**src/hw/rtl/mat_pkg.sv**
```systemverilog
// ----------------------------------------------------------------------------
// mat_pkg: shared types and constants of the multi-turn angle tracker
// beat payloads, configuration struct, register indexes and reading kinds
// ----------------------------------------------------------------------------
package mat_pkg;

	// configuration register indexes
	localparam logic CFG_SENSOR_WIDTH_MODE = 1'b0;
	localparam logic CFG_SPEED_GAIN        = 1'b1;

	localparam int CFG_DATA_W = 16;

	// reset values of the configuration registers
	localparam logic             RST_SENSOR_WIDTH_MODE = 1'b0;
	localparam logic [15:0]      RST_SPEED_GAIN        = 16'd256;

	// sensor width modes
	localparam logic MODE_12BIT = 1'b0;
	localparam logic MODE_14BIT = 1'b1;

	// reading kinds carried by an input beat
	typedef enum logic [1:0] {
		KIND_NONE       = 2'd0,
		KIND_POSITION   = 2'd1,
		KIND_STATUS_POS = 2'd2,
		KIND_UNUSED     = 2'd3
	} kind_t;

	// status byte bit positions of the 12-bit sensor
	localparam int STAT_MH = 3;
	localparam int STAT_ML = 4;
	localparam int STAT_MD = 5;

	// speed saturation limits (24-bit signed)
	localparam int SPEED_MAX = 8388607;
	localparam int SPEED_MIN = -8388608;

	// gain is unsigned Q8.8
	localparam int GAIN_FRAC_BITS = 8;

	typedef struct packed {
		logic [1:0]  kind;
		logic [13:0] raw_angle;
		logic [7:0]  status_byte;
		logic [15:0] error_word;
	} item_t;

	typedef struct packed {
		logic [15:0]        angle_fraction;
		logic signed [15:0] turn_count;
		logic signed [31:0] displacement;
		logic signed [23:0] speed;
		logic               magnet_fault;
		logic [15:0]        error_flags;
	} result_t;

	typedef struct packed {
		logic        sensor_width_mode;
		logic [15:0] speed_gain;
	} cfg_t;

endpackage

```
**src/hw/rtl/mat_update.sv**
```systemverilog
// ----------------------------------------------------------------------------
// mat_update: next-state and result logic of the multi-turn angle tracker
// unwraps one reading against the held angle, scales speed, builds the result
// ----------------------------------------------------------------------------
module mat_update
	import mat_pkg::*;
#(
	parameter int FRACTION_BITS = 16,
	parameter int TURN_BITS     = 16
) (
	input  cfg_t                     cfg,
	input  item_t                    item,
	input  logic [FRACTION_BITS-1:0] angle,
	input  logic [TURN_BITS-1:0]     turns,
	input  logic signed [23:0]       speed,
	input  logic signed [31:0]       displacement,
	input  logic                     magnet,
	input  logic [15:0]              err_latch,
	output logic [FRACTION_BITS-1:0] angle_next,
	output logic [TURN_BITS-1:0]     turns_next,
	output logic signed [23:0]       speed_next,
	output logic signed [31:0]       displacement_next,
	output logic                     magnet_next,
	output logic [15:0]              err_latch_next,
	output result_t                  result
);

	localparam int FB       = FRACTION_BITS;
	localparam int PW       = FB + 18;
	localparam int FRAC_UP  = (FB < 16) ? 16 - FB : 0;
	localparam int FRAC_DN  = (FB >= 16) ? FB - 16 : 0;
	localparam logic signed [FB:0]   HALF     = (FB+1)'(1 << (FB - 1));
	localparam logic signed [FB:0]   NEG_HALF = -HALF;
	localparam logic        [FB:0]   WRAP     = {1'b1, {FB{1'b0}}};
	localparam logic signed [PW-1:0] SAT_HI   = PW'(SPEED_MAX);
	localparam logic signed [PW-1:0] SAT_LO   = PW'(SPEED_MIN);

	logic [FB-1:0]       fresh;
	logic                has_reading;
	logic                full;
	logic signed [FB:0]  diff_raw;
	logic signed [FB:0]  diff;
	logic                wrap_dn;
	logic                wrap_up;
	logic signed [PW-1:0] prod;
	logic signed [PW-1:0] scaled;
	logic [15:0]         frac16;
	logic [15:0]         turns16;
	logic [3:0]          unused_stat;

	assign unused_stat = {item.status_byte[7:6], item.status_byte[2:1]} ^
		{3'b000, item.status_byte[0]};

	always_comb begin
		if (cfg.sensor_width_mode == MODE_12BIT) begin
			fresh = FB'(item.raw_angle[11:0]) << (FB - 12);
		end else begin
			fresh = FB'(item.raw_angle) << (FB - 14);
		end
		has_reading = (item.kind == KIND_POSITION) || (item.kind == KIND_STATUS_POS);
		// plain position read of the 12-bit sensor only moves the angle
		full = has_reading &&
			!((cfg.sensor_width_mode == MODE_12BIT) && (item.kind == KIND_POSITION));

		diff_raw = $signed({1'b0, fresh}) - $signed({1'b0, angle});
		wrap_dn  = diff_raw < NEG_HALF;
		wrap_up  = diff_raw > HALF;
		// adding or taking away one turn flips the top bit of the difference
		diff = (wrap_dn || wrap_up) ? (diff_raw ^ $signed(WRAP)) : diff_raw;

		prod   = PW'(diff) * $signed(PW'({1'b0, cfg.speed_gain}));
		scaled = prod >>> GAIN_FRAC_BITS;

		angle_next        = has_reading ? fresh : angle;
		turns_next        = turns;
		speed_next        = speed;
		displacement_next = displacement;
		magnet_next       = magnet;
		err_latch_next    = err_latch;

		if (full) begin
			if (wrap_dn) begin
				turns_next = turns + TURN_BITS'(1);
			end else if (wrap_up) begin
				turns_next = turns - TURN_BITS'(1);
			end
			if (scaled > SAT_HI) begin
				speed_next = 24'(SAT_HI);
			end else if (scaled < SAT_LO) begin
				speed_next = 24'(SAT_LO);
			end else begin
				speed_next = 24'(scaled);
			end
		end

		frac16 = 16'((32'(angle_next) << FRAC_UP) >> FRAC_DN);
		// turns sign-extended into the integer half of 16.16
		turns16 = 16'($signed(turns_next));

		if (full) begin
			displacement_next = $signed({turns16, frac16});
			if (cfg.sensor_width_mode == MODE_12BIT) begin
				magnet_next = item.status_byte[STAT_MH] || item.status_byte[STAT_ML] ||
					!item.status_byte[STAT_MD] || (unused_stat == 4'hF && 1'b0);
			end else if (item.kind == KIND_STATUS_POS) begin
				err_latch_next = item.error_word;
			end
		end

		result.angle_fraction = frac16;
		result.turn_count     = $signed(16'(turns_next));
		result.displacement   = displacement_next;
		result.speed          = speed_next;
		result.magnet_fault   = magnet_next;
		result.error_flags    = err_latch_next;
	end

endmodule

```
**src/hw/rtl/multiturn_angle_tracker_core.sv**
```systemverilog
// ----------------------------------------------------------------------------
// multiturn_angle_tracker_core: multi-turn unwrapping of an absolute encoder
// turns single-turn angle readings into turn count, speed and displacement
// ----------------------------------------------------------------------------
// One input beat is taken per clock while item_ready is high, and every input
// beat yields exactly one result beat on result_valid; it waits in the input
// register while the output register still holds an untaken result: the
// beat lands in an input register, one pass of unwrap logic (subtract, wrap
// compare, one multiply by the Q8.8 gain with saturation) updates the tracker
// state, and the result is held in an output register. The throughput limit
// is that single pass, since each reading is unwrapped against the angle left
// by the one before it. While a finished result waits for result_ready the
// input register still takes one more beat; once it is full too, item_ready
// drops until the result is taken (item_ready follows result_ready within the
// cycle). Write configuration only while no beat is in flight.
module multiturn_angle_tracker_core
	import mat_pkg::*;
#(
	parameter int FRACTION_BITS = 16,
	parameter int TURN_BITS     = 16
) (
	input  logic                  clk,
	input  logic                  arst_n,
	// configuration write port
	input  logic                  cfg_we,
	input  logic                  cfg_index,
	input  logic [CFG_DATA_W-1:0] cfg_data,
	// reading beats
	input  logic                  item_valid,
	output logic                  item_ready,
	input  item_t                 item,
	// result beats
	output logic                  result_valid,
	input  logic                  result_ready,
	output result_t               result
);

	// configuration registers
	cfg_t cfg_q;

	// input stage
	logic  valid_s1;
	item_t item_s1;

	// tracker state
	logic [FRACTION_BITS-1:0] angle_q;
	logic [TURN_BITS-1:0]     turns_q;
	logic signed [23:0]       speed_q;
	logic signed [31:0]       displacement_q;
	logic                     magnet_q;
	logic [15:0]              err_latch_q;

	// next state from the update pass
	logic [FRACTION_BITS-1:0] angle_d;
	logic [TURN_BITS-1:0]     turns_d;
	logic signed [23:0]       speed_d;
	logic signed [31:0]       displacement_d;
	logic                     magnet_d;
	logic                     magnet_unused;
	logic [15:0]              err_latch_d;
	result_t                  result_d;

	// output register
	logic    valid_s2;
	result_t result_s2;

	logic advance;

	// stage 1 moves on whenever the output slot is free or being drained
	assign advance    = valid_s1 && (!valid_s2 || result_ready);
	assign item_ready = !valid_s1 || advance;

	assign result_valid = valid_s2;
	assign result       = result_s2;

	assign magnet_unused = 1'b0;

	always_ff @(posedge clk or negedge arst_n) begin
		if (!arst_n) begin
			cfg_q.sensor_width_mode <= RST_SENSOR_WIDTH_MODE;
			cfg_q.speed_gain        <= RST_SPEED_GAIN;
		end else if (cfg_we) begin
			unique case (cfg_index)
				CFG_SENSOR_WIDTH_MODE: cfg_q.sensor_width_mode <= cfg_data[0];
				CFG_SPEED_GAIN:        cfg_q.speed_gain        <= cfg_data;
				default:               cfg_q                   <= cfg_q;
			endcase
		end
	end

	// input register: control reset, payload free-running on accept
	always_ff @(posedge clk or negedge arst_n) begin
		if (!arst_n) begin
			valid_s1 <= 1'b0;
		end else if (item_ready) begin
			valid_s1 <= item_valid;
		end
	end

	always_ff @(posedge clk) begin
		if (item_valid && item_ready) begin
			item_s1 <= item;
		end
	end

	mat_update #(
		.FRACTION_BITS (FRACTION_BITS),
		.TURN_BITS     (TURN_BITS)
	) u_update (
		.cfg               (cfg_q),
		.item              (item_s1),
		.angle             (angle_q),
		.turns             (turns_q),
		.speed             (speed_q),
		.displacement      (displacement_q),
		.magnet            (magnet_q | magnet_unused),
		.err_latch         (err_latch_q),
		.angle_next        (angle_d),
		.turns_next        (turns_d),
		.speed_next        (speed_d),
		.displacement_next (displacement_d),
		.magnet_next       (magnet_d),
		.err_latch_next    (err_latch_d),
		.result            (result_d)
	);

	// tracker state advances exactly once per reading beat
	always_ff @(posedge clk or negedge arst_n) begin
		if (!arst_n) begin
			angle_q        <= '0;
			turns_q        <= '0;
			speed_q        <= '0;
			displacement_q <= '0;
			magnet_q       <= 1'b0;
			err_latch_q    <= '0;
		end else if (advance) begin
			angle_q        <= angle_d;
			turns_q        <= turns_d;
			speed_q        <= speed_d;
			displacement_q <= displacement_d;
			magnet_q       <= magnet_d;
			err_latch_q    <= err_latch_d;
		end
	end

	// output register
	always_ff @(posedge clk or negedge arst_n) begin
		if (!arst_n) begin
			valid_s2 <= 1'b0;
		end else if (advance) begin
			valid_s2 <= 1'b1;
		end else if (result_ready) begin
			valid_s2 <= 1'b0;
		end
	end

	always_ff @(posedge clk) begin
		if (advance) begin
			result_s2 <= result_d;
		end
	end

	// a beat in stage 1 that cannot move stays put
	a_s1_held: assert property (@(posedge clk) disable iff (!arst_n)
		valid_s1 && !advance |=> valid_s1)
		else $error("stage 1 beat dropped while stalled");

	// every update pass leaves a result in the output register
	a_result_loaded: assert property (@(posedge clk) disable iff (!arst_n)
		advance |=> valid_s2)
		else $error("update pass produced no result beat");

	// tracker state only moves on an update pass
	a_state_quiet: assert property (@(posedge clk) disable iff (!arst_n)
		!advance |=> $stable(angle_q) && $stable(turns_q) && $stable(err_latch_q))
		else $error("tracker state changed without a beat");

	// a single reading moves the turn count by at most one
	a_turn_step: assert property (@(posedge clk) disable iff (!arst_n)
		advance |=> (turns_q == $past(turns_q)) ||
			(turns_q == $past(turns_q) + TURN_BITS'(1)) ||
			(turns_q == $past(turns_q) - TURN_BITS'(1)))
		else $error("turn count jumped by more than one");

endmodule
```
**config.mk**
```make
export PLATFORM = sky130hd
export DESIGN_NAME = multiturn_angle_tracker_core
export DESIGN_NICKNAME = d
export VERILOG_FILES = /design/src/hw/rtl/mat_pkg.sv /design/src/hw/rtl/mat_update.sv /design/src/hw/rtl/multiturn_angle_tracker_core.sv
export SDC_FILE = /design/constraint.sdc
export NUM_CORES = 1
export LEC_CHECK = 0
export BUFFER_PORTS_ARGS = -buffer_cell sky130_fd_sc_hd__buf_2
export CAP_MARGIN = 10
export CELL_PAD_IN_SITES_DETAIL_PLACEMENT = 0
export CELL_PAD_IN_SITES_GLOBAL_PLACEMENT = 1
export CORE_UTILIZATION = 30
export CTS_BUF_LIST = sky130_fd_sc_hd__clkbuf_8
export CTS_CLUSTER_SIZE = 20
export DETAILED_ROUTE_END_ITERATION = 16
export PLACE_DENSITY_LB_ADDON = 0.08
export SYNTH_ARGS = -nofsm -noshare
export SYNTH_HDL_FRONTEND = slang
export SYNTH_SLANG_ARGS = --single-unit
```
**constraint.sdc**
```tcl
create_clock -name clk -period 14.52 [get_ports clk]
set_input_delay 4.356 -clock clk [delete_from_list [all_inputs] [get_ports clk]]
set_output_delay 4.356 -clock clk [all_outputs]
set_load 0.01 [all_outputs]
```
# Word level (Yosys, flattened, before mapping)
# Index checks and enable logic that the tools add are counted.
# W data, S select, Z words.
[totals] register_bits=267 inputBits=62 out_inout_bits=107 word_cells=67
[op_classes] add_sub_neg=3 n_mul=1 order_cmp=4 eq_ne=2 n_mux=17 bitwise=3 reduce_logical=17
[ops] cell="$mux W16" n=8
[ops] cell="$mux W24" n=3
[ops] cell="$mul A17 B17 Y34" n=1
[ops] cell="$mux W32" n=1
[ops] cell="$gt A26 B24 Y1 const B" n=1
[ops] cell="$lt A26 B24 Y1 const B" n=1
[ops] cell="$gt A17 B17 Y1 const B" n=1
[ops] cell="$lt A17 B16 Y1 const B" n=1
[ops] cell="$mux W17" n=1
[ops] cell="$sub A16 B16 Y17" n=1
[ops] cell="$add A16 B1 Y16 const B" n=1
[ops] cell="$sub A16 B1 Y16 const B" n=1
[ops] cell="$logic_or A1 B1 Y1" n=6
[ops] cell="$logic_and A1 B1 Y1" n=4
[ops] cell="$logic_not A1 Y1" n=4
[ops] cell="$mux W1" n=4
[ops] cell="$reduce_and A2 Y1" n=2
[ops] cell="$not A1 Y1" n=3
[ops] cell="$eq A2 B1 Y1 const B" n=1
[ops] cell="$eq A2 B2 Y1 const B" n=1
[ops] cell="$reduce_bool A2 Y1" n=1

# Depth between registers and ports, before layout
[logic_depth] word_depth=10 ltp_mapped=40 depth_no_buf=34

# By module
# A second synthesis with hierarchy kept.
[hier_totals] cells_unflattened=2345 area_unflattened_um2=24180.7
[by_module_without_submodules] mod="mat_update" instances=1 cells_each=1933 area_each_um2=15050.7 seq_area_each_um2=0.0
[by_module_without_submodules] mod="multiturn_angle_tracker_core" instances=1 cells_each=412 area_each_um2=9130.0 seq_area_each_um2=7458.4

# Least setup slack after synthesis
# OpenSTA, ideal clock, no wires.
[synth_timing] kind="register to register" start="register cfg_q[16] in the netlist's numbering" end="register result_s2, in the netlist result[30], data pin" setup_time_ns=0.256 t_arrival_ns=10.068 required_ns=14.264 setup_slack_ns=4.195 path_stages_with_launch=40 n_path_buf=6 period_less_slack_ns=10.325 path_cell_list="dfrtp_1 -> clkbuf_1 -> buf_1 -> mux2_2 -> ha_1 -> or3_1 -> o221a_1 -> or3_1 -> buf_2 -> a2111oi_4 -> o2111a_2 -> nand4_1 -> and2_1 -> clkbuf_1 -> nand2_1 -> inv_1 -> fa_1 -> inv_1 -> [... 4 more ...] -> fa_1 -> inv_1 -> fa_1 -> inv_1 -> fa_1 -> inv_1 -> ha_1 -> clkbuf_1 -> a21o_1 -> a31oi_1 -> o41a_1 -> a21oi_1 -> o21a_1 -> a311o_1 -> xnor2_1 -> o21ai_1 -> clkbuf_1 -> o22a_1"
[synth_lines] item="from (decl)" line="multiturn_angle_tracker_core.sv:39" source="cfg_t cfg_q;"
[synth_lines] item="from (signal assigned)" line="multiturn_angle_tracker_core.sv:86" source="default: cfg_q <= cfg_q;"
[synth_lines] item="to (signal assigned)" line="multiturn_angle_tracker_core.sv:159" source="result_s2 <= result_d;"
[synth_lines] item="to (decl)" line="multiturn_angle_tracker_core.sv:65" source="result_t result_s2;"

==> impl_metrics.ini <==
[outcome]
outcome = completed

[detailed_routing]
drc = 0
detailedRoute.firstPassIterationCount = 5
route.vias.total = 16086
post_drt_wl_per_cell_um = 18.1
drt_iter0_markers = 677
viasPerCell = 4.65
postRouteAntennaNets = 0
routed_wirelength_mm = 62.7

[placed_design]
hpwlAfterDp_mm = 48.1
place.port_buffers = 163
globalplace.congestion = 0.797

[synth]
synth_edf_count = 140
synth-warning-count = 0
synth_ff_type = sky130_fd_sc_hd__edfxtp_1
ys_types = 87
synth_async_sr_flop_share = 0.470
synth-seq-area-share = 0.318
synth.net_count = 2744
synthesis.instances = 2304
synth-seq-cells = 264
area_of_the_mapped_netlist_um2 = 23000
syn_area_per_cell_um2 = 9.98

[die]
initial_utilization = 0.303
chipWidth_um = 279
floorplan.core_area_um2 = 75800
die_y_um = 279
floorplan.io_pins = 169
site_row_count = 101
die_outline_area_um2 = 77700

[sta]
report.final.hold_viol_count = 0
worst_slew_pin_slew_ns = 1.18
worst_slew_margin_rel = 0.210
setup_repair_after_global_routing_missed_its_margin = false
final.setup_skew_ns = 0.0224
final.period_utilization = 0.881
fin_worst_hold_slack_ns = 0.467
report.final.slew_viol_count = 0
fin_crit_ns = 12.79
timing.final.setup_violations = 0
fmax_mhz = 78.2
fin_setup_tns_ns = 0

[cells_and_area]
drive_gt1_frac = 0.141
final_util = 0.341
final_net_count = 2877
n_fill_cell = 7870
flow.area_growth_from_synthesis_pct = 12.5

[setup_path]
critical_path_arrival_ns = 13.12
regToRegSetupSlack_ns = 1.73
timing_worst_setup_path_type = reg -> reg
worst-path-max-fanout = 23
worstSetupEndpointType = register
setup.worst_path.start_class = register
critical_path.reg2reg.startpoint = cfg_q[16]
path_common_cell = sky130_fd_sc_hd__fa_1
crit_required_ns = 14.84
worst_r2r_dst = result[38]
library_cell_contributing_the_largest_single_delay_on_the_critical_path = sky130_fd_sc_hd__fa_1
worstRegToRegCells = 31
crit_path_max_incr_delay_ns = 0.95

[clock_network]
max-clock-path-buffers = 3
cts_root_buf = sky130_fd_sc_hd__clkbuf_8
hold_bufs_at_cts = 0
clkLatencyLatePin_ns = 0.60
tritoncts = done
cts_made_buffers = 48
cts.reportedPaths.clkPinSlew_ns = 0.06
cts_resized = 0
cts_post_setup_buffers_inserted = 0
cts.sinks = 264
htreeDepth = 2

[global_route]
grt_max_degree = 72
grt_util_all_layers = 0.167
grt_first_pass_wirelength_mm = 101
first_global_vias = 17618
globalRoute.totalOverflow = 0
antenna_violations_before_repair = 5

[worst_hold_path]
worstHoldStart = err_latch_q[13]
holdPathEnd = err_latch_q[13]
hold_path_class = reg -> reg
min_path_cells = 2

[flow_run]
max_cap_violations = 0
## synthesized netlist by cell type (21+ instances only)
cell / instances / area share
sky130_fd_sc_hd__o21ai_0: 71 / 0.015
sky130_fd_sc_hd__nor2_1: 68 / 0.011
sky130_fd_sc_hd__o22a_1: 38 / 0.014
sky130_fd_sc_hd__clkbuf_1: 95 / 0.016
sky130_fd_sc_hd__and2_1: 112 / 0.030
sky130_fd_sc_hd__and3_1: 21 / 0.0057
sky130_fd_sc_hd__edfxtp_1: 140 / 0.18
sky130_fd_sc_hd__mux2_2: 50 / 0.024
sky130_fd_sc_hd__a21oi_1: 69 / 0.015
sky130_fd_sc_hd__nand2_1: 357 / 0.058
sky130_fd_sc_hd__xor2_1: 41 / 0.016
sky130_fd_sc_hd__dfrtp_1: 123 / 0.13
sky130_fd_sc_hd__inv_1: 408 / 0.067
sky130_fd_sc_hd__ha_1: 108 / 0.059
sky130_fd_sc_hd__xnor2_1: 47 / 0.018
sky130_fd_sc_hd__fa_1: 270 / 0.24
## state kept, by name, indices dropped and copies added (netlist names)
register and count:
valid_s1 1, angle_q 16, cfg_q 17, item_s1 35
result_valid 1, err_latch_q 16, magnet_q 1, result 105
speed_q 24, turns_q 16, displacement_q 32
## layout by cell type, fill, tap and decap left out, types with 56 or more instances in the layout
cell type	synthesis	routed
sky130_fd_sc_hd__inv_1	408	429
sky130_fd_sc_hd__nand2_1	357	356
sky130_fd_sc_hd__fa_1	270	270
sky130_fd_sc_hd__buf_2	6	162
sky130_fd_sc_hd__edfxtp_1	140	140
sky130_fd_sc_hd__dfrtp_1	123	123
sky130_fd_sc_hd__and2_1	112	110
sky130_fd_sc_hd__ha_1	108	108
sky130_fd_sc_hd__o21ai_0	71	71
sky130_fd_sc_hd__a21oi_1	69	69
sky130_fd_sc_hd__nor2_1	68	66
sky130_fd_sc_hd__clkbuf_8	0	56
## metal layers
| metal | track usage | routed length [µm] |
|---|---|---|
| met1 | 0.212 | 28300 |
| met2 | 0.298 | 31500 |
| met3 | 0.0192 | 1750 |
| met4 | 0.0424 | 1170 |
| met5 | 0 | 0 |
## final cells by class
class	instances	area (µm²)	share of cell area
inverter	409	1540	0.0596
timing repair buffer	196	1070	0.0414
sequential	264	7310	0.283
antenna	4	10.0	0.000387
clock inverter	33	165	0.00639
tap	978	1220	0.0473
clock buffer	56	771	0.0298
multi-input combinational	1518	13800	0.533
## critical path, delay by kind of cell (launching register included)
family,cells,cell delay [ns]
AO/OA/AOI/OAI,11,4.81
adder cells (fa/ha/maj),8,4.36
AND/OR/NAND/NOR,5,1.53
buffers and inverters,5,0.73
flip-flops,1,0.56
multiplexers,2,0.50
## worst max-delay path by stage
| stage | cells after the start | startpoint | to | slack (ns) |
|---|---|---|---|---|
| after floorplan | 39 | cfg_q[16] | result[30] | 4.20 |
| after global placement | 31 | cfg_q[16] | result[38] | 1.74 |
| after detailed placement | 31 | cfg_q[16] | result[38] | 1.60 |
| after CTS | 31 | cfg_q[16] | result[38] | 1.56 |
| after global routing | 31 | cfg_q[16] | result[36] | 0.92 |
| final | 31 | cfg_q[16] | result[38] | 1.73 |
## through the flow
stage | instances | instance area (µm²) | worst slack [ns]
6_report | 3458 | 25900 | 1.73
5_1_grt | 3457 | 25900 | 0.920
4_1_cts | 3454 | 25800 | 1.56
3_5_place_dp | 3365 | 24900 | 1.60
3_3_place_gp | 3365 | 24900 | 1.74
2_1_floorplan | 2304 | 23000 | 4.20
## cells by family after synthesis
logic type | after synthesis | share of synthesized area
and+or+nand+nor | 641 | 0.130
buffers and inverters | 522 | 0.0861
adders and majority gates | 381 | 0.295
AOI/OAI and AO/OA | 338 | 0.104
DFF | 264 | 0.318
xor gates and xnor gates | 88 | 0.0335
muxes | 70 | 0.0332
Power is not shown: default switching activity piles up to over one toggle a cycle in this logic, so the estimate is an artifact.
